$ cat src/sv/log_timestamp_parser_unit_assert.svh
// Assertion macros shared by the timestamp parser modules.
`ifndef LOG_TIMESTAMP_PARSER_UNIT_ASSERT_SVH
`define LOG_TIMESTAMP_PARSER_UNIT_ASSERT_SVH

// Same-cycle implication, sampled on clk, off while rst_n is low.
`define LTP_ASSERT_IMPLY(label, ante, cons) \
    label: assert property (@(posedge clk) disable iff (!rst_n) (ante) |-> (cons)) \
        else $error("timestamp parser assertion failed");

// Next-cycle implication, sampled on clk, off while rst_n is low.
`define LTP_ASSERT_NEXT(label, ante, cons) \
    label: assert property (@(posedge clk) disable iff (!rst_n) (ante) |=> (cons)) \
        else $error("timestamp parser assertion failed");

`endif

$ cat src/sv/ltp_pkg.sv
// Types, constants and token functions of the timestamp parser.
`timescale 1ns / 1ps
package ltp_pkg;

    localparam logic [7:0] CH_SLASH = 8'h2F;
    localparam logic [7:0] CH_COLON = 8'h3A;
    localparam logic [7:0] CH_SPACE = 8'h20;
    localparam logic [7:0] CH_ZERO  = 8'h30;
    localparam logic [7:0] CH_NINE  = 8'h39;

    localparam logic [8:0] POS_LIMIT = 9'd256;

    localparam logic [2:0] TOK_DAY    = 3'd0;
    localparam logic [2:0] TOK_MONTH  = 3'd1;
    localparam logic [2:0] TOK_YEAR   = 3'd2;
    localparam logic [2:0] TOK_HOUR   = 3'd3;
    localparam logic [2:0] TOK_MINUTE = 3'd4;
    localparam logic [2:0] TOK_SECOND = 3'd5;
    localparam logic [2:0] TOK_DONE   = 3'd6;

    localparam logic [2:0] MONTH_LEN  = 3'd3;
    localparam logic [2:0] MONTH_OVER = 3'd4;

    localparam int NUM_MONTHS = 12;
    localparam logic [23:0] MONTH_NAMES [NUM_MONTHS] = '{
        "Jan", "Feb", "Mar", "Apr", "May", "Jun",
        "Jul", "Aug", "Sep", "Oct", "Nov", "Dec"
    };

    typedef struct packed {
        logic [7:0] character;
        logic       is_sep;
        logic       is_digit;
        logic [3:0] digit;
        logic       skip;
        logic       last;
    } char_class_t;

    typedef struct packed {
        logic [2:0]      tok;
        logic [15:0]     nv;
        logic            de;
        logic [2:0][7:0] ml;
        logic [2:0]      mlc;
        logic [7:0]      day;
        logic [3:0]      month;
        logic [15:0]     year;
        logic [7:0]      hour;
        logic [7:0]      minute;
    } parse_state_t;

    typedef struct packed {
        logic [7:0]  day;
        logic [3:0]  month;
        logic [15:0] year;
        logic [7:0]  hour;
        logic [7:0]  minute;
        logic [7:0]  second;
    } record_t;

    function automatic logic [3:0] month_code(input logic [2:0] mlc,
                                              input logic [2:0][7:0] ml);
        logic [3:0]  code;
        logic [23:0] word;
        code = 4'd0;
        word = {ml[0], ml[1], ml[2]};
        if (mlc == MONTH_LEN) begin
            for (int m = NUM_MONTHS - 1; m >= 0; m--) begin
                if (word == MONTH_NAMES[m]) begin
                    code = 4'(m + 1);
                end
            end
        end
        return code;
    endfunction

    function automatic parse_state_t close_token(input parse_state_t s);
        parse_state_t r;
        r = s;
        case (s.tok)
            TOK_DAY:    r.day    = s.nv[7:0];
            TOK_MONTH:  r.month  = month_code(s.mlc, s.ml);
            TOK_YEAR:   r.year   = s.nv;
            TOK_HOUR:   r.hour   = s.nv[7:0];
            TOK_MINUTE: r.minute = s.nv[7:0];
            TOK_SECOND: r.tok    = TOK_DONE;
            default:    r = s;
        endcase
        if (s.tok < TOK_SECOND) begin
            r.tok = s.tok + 3'd1;
            r.nv  = 16'd0;
            r.de  = 1'b0;
            r.mlc = 3'd0;
            r.ml  = '0;
        end
        return r;
    endfunction

endpackage

$ cat src/sv/ltp_char_if.sv
// Character request channel.
`timescale 1ns / 1ps
interface ltp_char_if;
    logic       valid;
    logic       ready;
    logic [7:0] character;
    logic       last;

    modport source (output valid, output character, output last, input ready);
    modport sink   (input valid, input character, input last, output ready);
endinterface

$ cat src/sv/ltp_rec_if.sv
// Timestamp record request channel.
`timescale 1ns / 1ps
interface ltp_rec_if;
    logic        valid;
    logic        ready;
    logic [7:0]  day;
    logic [3:0]  month;
    logic [15:0] year;
    logic [7:0]  hour;
    logic [7:0]  minute;
    logic [7:0]  second;

    modport source (output valid, output day, output month, output year,
                    output hour, output minute, output second, input ready);
    modport sink   (input valid, input day, input month, input year,
                    input hour, input minute, input second, output ready);
endinterface

$ cat src/sv/ltp_front.sv
// Front end: accept characters, track line position, classify.
`timescale 1ns / 1ps
module ltp_front (
    input  logic                 clk,
    input  logic                 rst_n,
    ltp_char_if.sink             chars,
    input  logic                 full,
    output logic                 push,
    output ltp_pkg::char_class_t cls
);
    import ltp_pkg::*;

    logic [8:0] pos_reg;
    logic [8:0] pos_next;

    assign chars.ready = !full;
    assign push        = chars.valid && !full;

    always_comb
    begin
        cls.character = chars.character;
        cls.is_sep    = (chars.character == CH_SLASH) || (chars.character == CH_COLON)
                        || (chars.character == CH_SPACE);
        cls.is_digit  = (chars.character >= CH_ZERO) && (chars.character <= CH_NINE);
        cls.digit     = 4'(chars.character - CH_ZERO);
        cls.skip      = (pos_reg == POS_LIMIT);
        cls.last      = chars.last;
    end

    always_comb
    begin
        pos_next = pos_reg;
        if (push) begin
            if (chars.last) begin
                pos_next = 9'd0;
            end else if (pos_reg != POS_LIMIT) begin
                pos_next = pos_reg + 9'd1;
            end
        end
    end

    always_ff @(posedge clk or negedge rst_n)
    begin
        if (!rst_n) begin
            pos_reg <= 9'd0;
        end else begin
            pos_reg <= pos_next;
        end
    end
endmodule

$ cat src/sv/ltp_queue.sv
// Short queue of classified characters between front and back end.
`timescale 1ns / 1ps
module ltp_queue #(
    parameter int DEPTH = 4
) (
    input  logic                 clk,
    input  logic                 rst_n,
    input  logic                 push,
    input  ltp_pkg::char_class_t push_data,
    output logic                 full,
    input  logic                 pop,
    output logic                 head_valid,
    output ltp_pkg::char_class_t head
);
    import ltp_pkg::*;

    localparam int PTR_W = $clog2(DEPTH);
    localparam int CNT_W = $clog2(DEPTH + 1);
    localparam logic [PTR_W-1:0] PTR_LAST = PTR_W'(DEPTH - 1);
    localparam logic [CNT_W-1:0] CNT_FULL = CNT_W'(DEPTH);

    char_class_t      slot_reg [DEPTH];
    logic [PTR_W-1:0] wr_ptr_reg;
    logic [PTR_W-1:0] wr_ptr_next;
    logic [PTR_W-1:0] rd_ptr_reg;
    logic [PTR_W-1:0] rd_ptr_next;
    logic [CNT_W-1:0] count_reg;
    logic [CNT_W-1:0] count_next;

    assign full       = (count_reg == CNT_FULL);
    assign head_valid = (count_reg != '0);
    assign head       = slot_reg[rd_ptr_reg];

    always_comb
    begin
        wr_ptr_next = wr_ptr_reg;
        rd_ptr_next = rd_ptr_reg;
        count_next  = count_reg;
        if (push) begin
            wr_ptr_next = (wr_ptr_reg == PTR_LAST) ? '0 : wr_ptr_reg + 1'b1;
        end
        if (pop) begin
            rd_ptr_next = (rd_ptr_reg == PTR_LAST) ? '0 : rd_ptr_reg + 1'b1;
        end
        if (push && !pop) begin
            count_next = count_reg + 1'b1;
        end else if (pop && !push) begin
            count_next = count_reg - 1'b1;
        end
    end

    always_ff @(posedge clk)
    begin
        if (push) begin
            slot_reg[wr_ptr_reg] <= push_data;
        end
    end

    always_ff @(posedge clk or negedge rst_n)
    begin
        if (!rst_n) begin
            wr_ptr_reg <= '0;
            rd_ptr_reg <= '0;
            count_reg  <= '0;
        end else begin
            wr_ptr_reg <= wr_ptr_next;
            rd_ptr_reg <= rd_ptr_next;
            count_reg  <= count_next;
        end
    end

`include "log_timestamp_parser_unit_assert.svh"
    `LTP_ASSERT_IMPLY(a_count_bound, 1'b1, count_reg <= CNT_FULL)
    `LTP_ASSERT_IMPLY(a_no_pop_empty, pop, head_valid)
    `LTP_ASSERT_NEXT(a_count_up, push && !pop, count_reg == $past(count_reg) + 1'b1)
    `LTP_ASSERT_IMPLY(a_ptr_gap, 1'b1,
        (count_reg == CNT_FULL) || (count_reg == '0) ? (wr_ptr_reg == rd_ptr_reg)
                                                     : (wr_ptr_reg != rd_ptr_reg))
endmodule

$ cat src/sv/ltp_back.sv
// Back end: token parser state and record output register.
`timescale 1ns / 1ps
module ltp_back (
    input  logic                 clk,
    input  logic                 rst_n,
    input  logic                 head_valid,
    input  ltp_pkg::char_class_t head,
    output logic                 pop,
    ltp_rec_if.source            records
);
    import ltp_pkg::*;

    parse_state_t state_reg;
    parse_state_t state_next;
    parse_state_t taken;
    parse_state_t closed;
    record_t      rec_reg;
    record_t      rec_next;
    logic         out_valid_reg;
    logic         out_valid_next;
    logic [19:0]  acc;

    assign pop = head_valid && (!head.last || !out_valid_reg || records.ready);

    assign records.valid  = out_valid_reg;
    assign records.day    = rec_reg.day;
    assign records.month  = rec_reg.month;
    assign records.year   = rec_reg.year;
    assign records.hour   = rec_reg.hour;
    assign records.minute = rec_reg.minute;
    assign records.second = rec_reg.second;

    always_comb
    begin
        acc   = ({4'd0, state_reg.nv} << 3) + ({4'd0, state_reg.nv} << 1)
                + {16'd0, head.digit};
        taken = state_reg;
        if (!head.skip && state_reg.tok < TOK_DONE) begin
            if (head.is_sep) begin
                taken = close_token(state_reg);
            end else if (state_reg.tok == TOK_MONTH) begin
                if (state_reg.mlc < MONTH_LEN) begin
                    taken.ml[state_reg.mlc[1:0]] = head.character;
                end
                if (state_reg.mlc < MONTH_OVER) begin
                    taken.mlc = state_reg.mlc + 3'd1;
                end
            end else if (!state_reg.de) begin
                if (head.is_digit) begin
                    taken.nv = (acc > 20'd65535) ? 16'hFFFF : acc[15:0];
                end else begin
                    taken.de = 1'b1;
                end
            end
        end
        closed = close_token(taken);
    end

    always_comb
    begin
        state_next     = state_reg;
        rec_next       = rec_reg;
        out_valid_next = out_valid_reg && !records.ready;
        if (pop) begin
            if (head.last) begin
                state_next      = '0;
                out_valid_next  = 1'b1;
                rec_next.day    = closed.day;
                rec_next.month  = closed.month;
                rec_next.year   = closed.year;
                rec_next.hour   = closed.hour;
                rec_next.minute = closed.minute;
                rec_next.second = (closed.tok == TOK_DONE) ? closed.nv[7:0] : 8'd0;
            end else begin
                state_next = taken;
            end
        end
    end

    always_ff @(posedge clk)
    begin
        rec_reg <= rec_next;
    end

    always_ff @(posedge clk or negedge rst_n)
    begin
        if (!rst_n) begin
            state_reg     <= '0;
            out_valid_reg <= 1'b0;
        end else begin
            state_reg     <= state_next;
            out_valid_reg <= out_valid_next;
        end
    end

`include "log_timestamp_parser_unit_assert.svh"
    `LTP_ASSERT_IMPLY(a_tok_bound, 1'b1, state_reg.tok <= TOK_DONE)
    `LTP_ASSERT_IMPLY(a_mlc_bound, 1'b1, state_reg.mlc <= MONTH_OVER)
    `LTP_ASSERT_IMPLY(a_no_ended_month, state_reg.tok == TOK_MONTH, !state_reg.de)
    `LTP_ASSERT_NEXT(a_line_clears, pop && head.last,
        out_valid_reg && state_reg.tok == TOK_DAY && state_reg.nv == 16'd0)
endmodule

$ cat src/sv/log_timestamp_parser_unit.sv
// Top level of the timestamp line parser.
//
// channel  | dir | request contents
// ---------+-----+------------------------------------------------
// chars    | in  | character[7:0], last
// records  | out | day[7:0], month[3:0], year[15:0], hour, minute, second
//
// One character per cycle sustained while no stalled record holds the back end; the token state update
// in the back end (multiply-by-ten accumulate and month compare) works on the character at the queue head.
// A record appears on records in the cycle after the back end takes the last character.
// Reset clears the line position, the queue pointers, the token state and the
// record valid flag. A stalled record holds the back end only when the next
// line end arrives; characters keep filling the queue meanwhile.
`timescale 1ns / 1ps
module log_timestamp_parser_unit #(
    parameter int QUEUE_DEPTH = 4
) (
    input  logic        clk,
    input  logic        rst_n,
    ltp_char_if.sink    chars,
    ltp_rec_if.source   records
);
    import ltp_pkg::*;

    char_class_t push_data;
    char_class_t head;
    logic        push;
    logic        full;
    logic        pop;
    logic        head_valid;

    ltp_front u_front (
        .clk   (clk),
        .rst_n (rst_n),
        .chars (chars),
        .full  (full),
        .push  (push),
        .cls   (push_data)
    );

    ltp_queue #(
        .DEPTH (QUEUE_DEPTH)
    ) u_queue (
        .clk        (clk),
        .rst_n      (rst_n),
        .push       (push),
        .push_data  (push_data),
        .full       (full),
        .pop        (pop),
        .head_valid (head_valid),
        .head       (head)
    );

    ltp_back u_back (
        .clk        (clk),
        .rst_n      (rst_n),
        .head_valid (head_valid),
        .head       (head),
        .pop        (pop),
        .records    (records)
    );
endmodule

$ cat src/flat_wrapper.sv
// flat-port wrapper written by rule: the top's interface ports become plain ports
module log_timestamp_parser_unit_flat import ltp_pkg::*;
#(
    parameter int QUEUE_DEPTH = 4
)
  (clk, rst_n, chars_valid, chars_character, chars_last, chars_ready, records_valid, records_day, records_month, records_year, records_hour, records_minute, records_second, records_ready);
  ltp_char_if chars_i ();
  ltp_rec_if records_i ();
  input  logic clk;
  input  logic rst_n;
  input wire logic [$bits(chars_i.valid)-1:0] chars_valid;
  input wire logic [$bits(chars_i.character)-1:0] chars_character;
  input wire logic [$bits(chars_i.last)-1:0] chars_last;
  output wire logic [$bits(chars_i.ready)-1:0] chars_ready;
  output wire logic [$bits(records_i.valid)-1:0] records_valid;
  output wire logic [$bits(records_i.day)-1:0] records_day;
  output wire logic [$bits(records_i.month)-1:0] records_month;
  output wire logic [$bits(records_i.year)-1:0] records_year;
  output wire logic [$bits(records_i.hour)-1:0] records_hour;
  output wire logic [$bits(records_i.minute)-1:0] records_minute;
  output wire logic [$bits(records_i.second)-1:0] records_second;
  input wire logic [$bits(records_i.ready)-1:0] records_ready;
  assign chars_i.valid = chars_valid;
  assign chars_i.character = chars_character;
  assign chars_i.last = chars_last;
  assign chars_ready = chars_i.ready;
  assign records_valid = records_i.valid;
  assign records_day = records_i.day;
  assign records_month = records_i.month;
  assign records_year = records_i.year;
  assign records_hour = records_i.hour;
  assign records_minute = records_i.minute;
  assign records_second = records_i.second;
  assign records_i.ready = records_ready;
  log_timestamp_parser_unit #(.QUEUE_DEPTH(QUEUE_DEPTH)) u_core (.clk(clk), .rst_n(rst_n), .chars(chars_i), .records(records_i));
endmodule
$ cat config.mk
export PLATFORM = sky130hd
export DESIGN_NAME = log_timestamp_parser_unit_flat
export DESIGN_NICKNAME = d
export VERILOG_FILES = /design/src/sv/ltp_pkg.sv /design/src/sv/ltp_char_if.sv /design/src/sv/ltp_rec_if.sv /design/src/sv/ltp_front.sv /design/src/sv/ltp_queue.sv /design/src/sv/ltp_back.sv /design/src/sv/log_timestamp_parser_unit.sv /design/src/flat_wrapper.sv
export VERILOG_INCLUDE_DIRS = /design/src /design/src/sv
export SDC_FILE = /design/constraint.sdc
export NUM_CORES = 1
export LEC_CHECK = 0
export ABC_AREA = 1
export ABC_CLOCK_PERIOD_IN_PS = 4100
export BUFFER_PORTS_ARGS = -buffer_cell sky130_fd_sc_hd__clkbuf_2
export CAP_MARGIN = 10
export CORE_ASPECT_RATIO = 1.4
export CORE_MARGIN = 1
export CORE_UTILIZATION = 43
export CTS_BUF_LIST = sky130_fd_sc_hd__clkbuf_4
export DETAILED_ROUTE_END_ITERATION = 16
export MAX_ROUTING_LAYER = met4
export PLACE_DENSITY = 0.63
export SLEW_MARGIN = 20
export SYNTH_ARGS = -nofsm -noshare
export SYNTH_HDL_FRONTEND = slang
export SYNTH_SLANG_ARGS = --single-unit
$ cat constraint.sdc
create_clock -name clk -period 4.1 [get_ports clk]
set_input_delay 0.82 -clock clk [delete_from_list [all_inputs] [get_ports clk]]
set_output_delay 0.82 -clock clk [all_outputs]
set_load 0.01 [all_outputs]
# Yosys cells after proc, flatten, opt, wreduce, memory -nomap -nowiden
# Memories as Yosys holds them, arrays and structs flattened.
# Cells that the tools add are included.
dict set report word_totals {
  register_bits 160
  ram_bits 64
  inputBits 13
  output_inout_bits 54
  elab_cells 184
  mem_count 1
}
# name depth word_bits read_ports rd_clocked_by_memory_dff wr line
set mem_list {}
lappend mem_list {u_core.u_queue.slot_reg 4 16 1 0 1 ltp_queue.sv:22} ;# char_class_t slot_reg [DEPTH];
dict set report classes {
  n_addsub 11
  n_lt_le_gt_ge 10
  n_eq_ne 45
  n_mux 66
  bitwise_logic 1
  n_reduce_logical 27
}
# operator n
set op_table {}
lappend op_table {{== test 24 x 23 -> 1 bit (second input constant)} 24}
lappend op_table {{two-way mux 91 bit} 2}
lappend op_table {{two-way mux 4 bit} 28}
lappend op_table {{two-way mux 47 bit} 2}
lappend op_table {{two-way mux 44 bit} 2}
lappend op_table {{two-way mux 16 bit} 4}
lappend op_table {{two-way mux 8 bit} 7}
lappend op_table {{two-way mux 17 bit} 2}
lappend op_table {{two-way mux 27 bit} 1}
lappend op_table {{bitwise mux 24 bit} 1}
lappend op_table {{== test 8 x 6 -> 1 bit (second input constant)} 3}
lappend op_table {{two-way mux 24 bit} 1}
lappend op_table {{adder 19 x 17 -> 20 bit} 1}
lappend op_table {{adder 20 x 4 -> 20 bit} 1}
lappend op_table {{greater-than comparator 20 x 16 -> 1 bit (second input constant)} 1}
lappend op_table {{== test 3 x 2 -> 1 bit (second input constant)} 6}
lappend op_table {{== test 3 bit (second input constant)} 6}
lappend op_table {{two-way mux 3 bit} 6}
lappend op_table {{two-way mux 9 bit} 2}
lappend op_table {{demux 8 bit (select 2 bit)} 1}
lappend op_table {{adder 3 x 1 -> 3 bit (second input constant)} 4}
lappend op_table {{< comparator 3 bit (second input constant)} 4}
lappend op_table {{adder 9 x 1 -> 9 bit (second input constant)} 1}
lappend op_table {{== test 9 bit (second input constant)} 1}
lappend op_table {{other kinds (22)} 49}

# Longest topological paths before layout
dict set report logic_depth {
  ltp_word 32
  ltp_mapped 26
  mapped_depth_nobuf 23
}

# Modules after synthesis
# A second synthesis with hierarchy kept.
dict set report unflattened {
  cells_unflattened 1681
  hier_area_um2 13553.0
}
# module instances cells_each area_per_inst_um2 seq_area_each_um2
set by_module_without_submodules {}
lappend by_module_without_submodules {ltp_back 1 1327 9795.6 3863.7}
lappend by_module_without_submodules {ltp_queue 1 240 2990.4 2097.0}
lappend by_module_without_submodules {ltp_front 1 114 767.0 225.2}

# Least setup slack after synthesis
# Ideal clock, no wire load.
dict set report synth_path {
  kind {register to register}
  from {register u_core.u_queue.rd_ptr_reg[0]}
  to {register u_core.u_back.rec_reg (netlist bit u_core.u_back.records.hour[3]) (data pin)}
  setup_ps 269
  arrival_ps 3430
  t_required_ps 3831
  setup_slack_ps 401
  path_stages_with_launch 24
  n_path_buf 3
  synth_period_minus_slack_ps 3699
  cell_sequence {dfrtp_1 -> buf_4 -> buf_2 -> nand2_1 -> o21ai_0 -> nand2_1 -> nand2_1 -> fa_1 -> fa_1 -> nand2_1 -> a21oi_2 -> nand3_1 -> nand2_1 -> nand3_1 -> nand2_1 -> nand3_1 -> nand3_1 -> a21oi_2 -> buf_4 -> nand4_1 -> nand2_1 -> nand2_1 -> nand2_1 -> o21ai_0}
}
# element line
set synth_rtl {}
lappend synth_rtl {{start: declaration} ltp_queue.sv:25} ;# logic [PTR_W-1:0] rd_ptr_reg;
lappend synth_rtl {{start signal: assignment} ltp_queue.sv:67} ;# rd_ptr_reg <= rd_ptr_next;
lappend synth_rtl {{end signal: assignment} ltp_back.sv:82} ;# rec_reg <= rec_next;
lappend synth_rtl {{end: declaration} ltp_back.sv:17} ;# record_t rec_reg;

==> metrics.yaml <==
outcome:
  status: "finished, final reports clean"
sta:
  relSlewSlack_pct: 35.68
  finalWorstSetupSlack_ns: 0.2759
  grt_setup_unrepaired: "false"
  setup_tns_ns: 0
  worst_pin_slew_ns: 0.9524
  period_needed_ns: 3.824
  clock_skew_ns: 0.04355
  timing.fmax_mhz: 261.5
  finalSetupViolCount: 0
  finalCritPeriodShare_pct: 93.27
  maxSlewViolCount: 0
  hold_viol: 0
  holdWs_ns: 0.1640
place:
  gp_congestion: 0.9464
  post-dp-hpwl_um: 23930
  dp.cells: 1967
  port_buffers: 66
  dp_slack_ns: 0.1434
  placed_cell_area_sq_um: 13170
pwr:
  vdd_drop_max_v: 0.0003603
  cellInternalPower_mw: 5.162
  switching_share_pct: 47.81
  p_leak_nw: 6.387
  power_mw: 9.892
  p_seq_share_pct: 32.1
  pwr-share-clk_pct: 17.9
  p_per_area_nw_per_um2: 712.7
  p_switching_mw: 4.730
  pwr-share-comb_pct: 50.0
detailed_routing:
  num_vias: 10828
  antenna_left: 0
  drt-total-wl_um: 33020
  top_layer: "met4"
  wire_per_inst_um: 15.95
  met3_length_um: 1185
  drc_errors: 0
  drt-pass1-iter-count: 7
  drt_iter0_drc: 563
  vias_per_cell: 5.231
  wl_met1_um: 13470
  dr_wl_met2_um: 16790
critical_path:
  reg2reg_to: "u_core.u_back.records.hour[3]"
  crit_arrival_ns: 4.24
  startpoint: "u_core.u_queue.rd_ptr_reg[0]"
  reg2reg_slack_ns: 0.28
  worstSetupStartpointType: "flop"
  timing.rr.start: "u_core.u_queue.rd_ptr_reg[0]"
  crit_path_end_kind: "flop"
  reg2regPathDepth: 20
  crit_path_max_fanout: 9
  path_class: "reg -> reg"
  worstPathRequired_ns: 4.52
run:
  maxCapViolations: 0
synthesis:
  yosys-top-cells-area: "edfxtp_1 (24%), dfrtp_1 (22%), nand2_1 (13%)"
  ys_seq_elements: 208
  ys.warnings.count: 0
  syn_nets: 1608
  yosysSeqAreaShare_pct: 46.27
  yosysTopAreaCell: "edfxtp_1"
  syn-cell-area_sq_um: 12330
  synth_top_area_share_pct: 24.35
  synthCells: 1539
  synth_cell_type_count: 50
  syn_avg_cell_area_sq_um: 8.012
floorplanning:
  dieArea_sq_um: 29370
  initial_utilization_pct: 43.55
  die_x_um: 145.1
  placementRows: 73
  coreArea_sq_um: 28310
  num_io_pins: 67
  die_h_um: 202.4
global_route:
  grt_pass1_vias: 10759
  grt_remaining_overflow: 0
  grt_pass1_wl_um: 54000
  grt_use_total_pct: 23.76
  grt_start_max_net_pins: 60
  antenna_found_initial: 1
finish:
  nFillCells: 2832
  instances_no_fill: 2070
  finalNetCount: 1717
  drive_gt1_share_pct: 16.47
  area.growth.synth_to_final_pct: 12.55
  final_core_util_pct: 49.01
  final_cell_mix: "nand2_1 (416), nor2_1 (147), inv_1 (142), nand3_1 (107), dfrtp_1 (107)"
  largest_reg_flops: 91
  fin_area_sq_um: 13880
  layout_commonest_cell: "nand2_1"
clock_network:
  clock_path_buffers: 3
  cts_tree: "built"
  clkTransAtPathRegs_ns: 0.08
  clkLatencyLatePin_ns: 0.72
  cts_buffers: 54
  clock_sinks: 208
  htree_levels: 2
  cts-root-buf: "clkbuf_4"
  cts_setup_buffers: 0
min_path:
  hold_class: "in -> async"
worst max-delay path, stage by stage, from the launching register on:
cell	delay, ns
dfrtp_2	0.47
nand2_1	0.08
o21ai_0	0.08
nand2_1	0.06
nand2_1	0.09
fa_1	0.54
fa_1	0.45
nand2_1	0.11
a21oi_2	0.08
nand3_1	0.07
nand2_1	0.10
nand3_1	0.09
nand2_1	0.11
nand3_1	0.12
nand3_1	0.12
a21oi_4	0.29
nand4_1	0.15
nand2_1	0.10
nand2_1	0.21
nand2_1	0.11
o21ai_0	0.08
synthesized netlist by cell type, drive strengths merged:
library cell	instances
a32o	2
inv	151
mux2	1
buf	14
dfrtp	108
o21ai	112
nand4	24
nor4	4
nor3b	2
nand3b	3
o211ai	2
o21a	2
xnor2	6
xor2	7
clkinv	3
a221oi	1
o2111ai	1
nand2	431
ha	53
nor2	167
a21o	3
nor3	31
fa	3
or2	33
a31oi	3
o211a	1
o31ai	1
nor2b	1
o41ai	1
a311oi	1
or4	1
nand3	119
a22oi	2
edfxtp	100
a21oi	79
clkbuf	33
o22ai	33
worst max-delay path by stage:
stage / cells past startpoint / endpoint / slack, ns
4_1_cts: 20 / u_core.u_back.records.year[0] / 0.09
3_3_place_gp: 20 / u_core.u_back.records.hour[0] / 0.22
5_1_grt: 21 / u_core.u_back.records.year[10] / 0.05
3_5_place_dp: 20 / u_core.u_back.records.hour[5] / 0.14
6_report: 20 / u_core.u_back.records.hour[3] / 0.28
2_1_floorplan: 23 / u_core.u_back.records.hour[3] / 0.40
layer usage:
metal | vias up | GRT usage, %
met5 | - | -
li1 | 5383 | -
met4 | 0 | 12.93
met1 | 5090 | 25.80
met3 | 83 | 3.409
met2 | 272 | 41.79
cell families after synthesis:
group	Yosys count	share of synthesized area [%]
buffers and inverters	201	6.575
AO/OA/AOI/OAI	244	10.78
multiplexers	1	0.09132
XOR/XNOR	13	0.9234
adder cells (fa/ha/maj)	56	5.865
flip-flops	208	46.27
AND/OR/NAND/NOR	816	29.50
final cells by class:
class                           instances  area, sq um  area share, %
Antenna cell                            1        2.502        0.01803
Tap cell                              375        469.2          3.381
Timing Repair Buffer                  100        600.6          4.327
Multi-Input combinational cell       1130         5832          42.02
Clock buffer                           76        570.5          4.111
Clock inverter                         26        118.9         0.8565
Inverter                              154        578.1          4.165
Sequential cell                       208         5707          41.12
power by group through the flow:
stage / Sequential (mW) / Clock (mW) / Combinational [mW]
after global routing: 3.23 / 1.94 / 5.47
after floorplan: 3.31 / 0 / 3.18
after CTS: 3.18 / 1.84 / 4.95
after global placement: 3.21 / 0 / 4.89
final: 3.18 / 1.77 / 4.94
after detailed placement: 3.22 / 0 / 4.94
repair_timing:
action                     CTS  global route
resized for setup            0             7
hold buffers                 0             0
setup endpoints to repair    0            44
No activity file was read; power rests on OpenSTA's default activity.
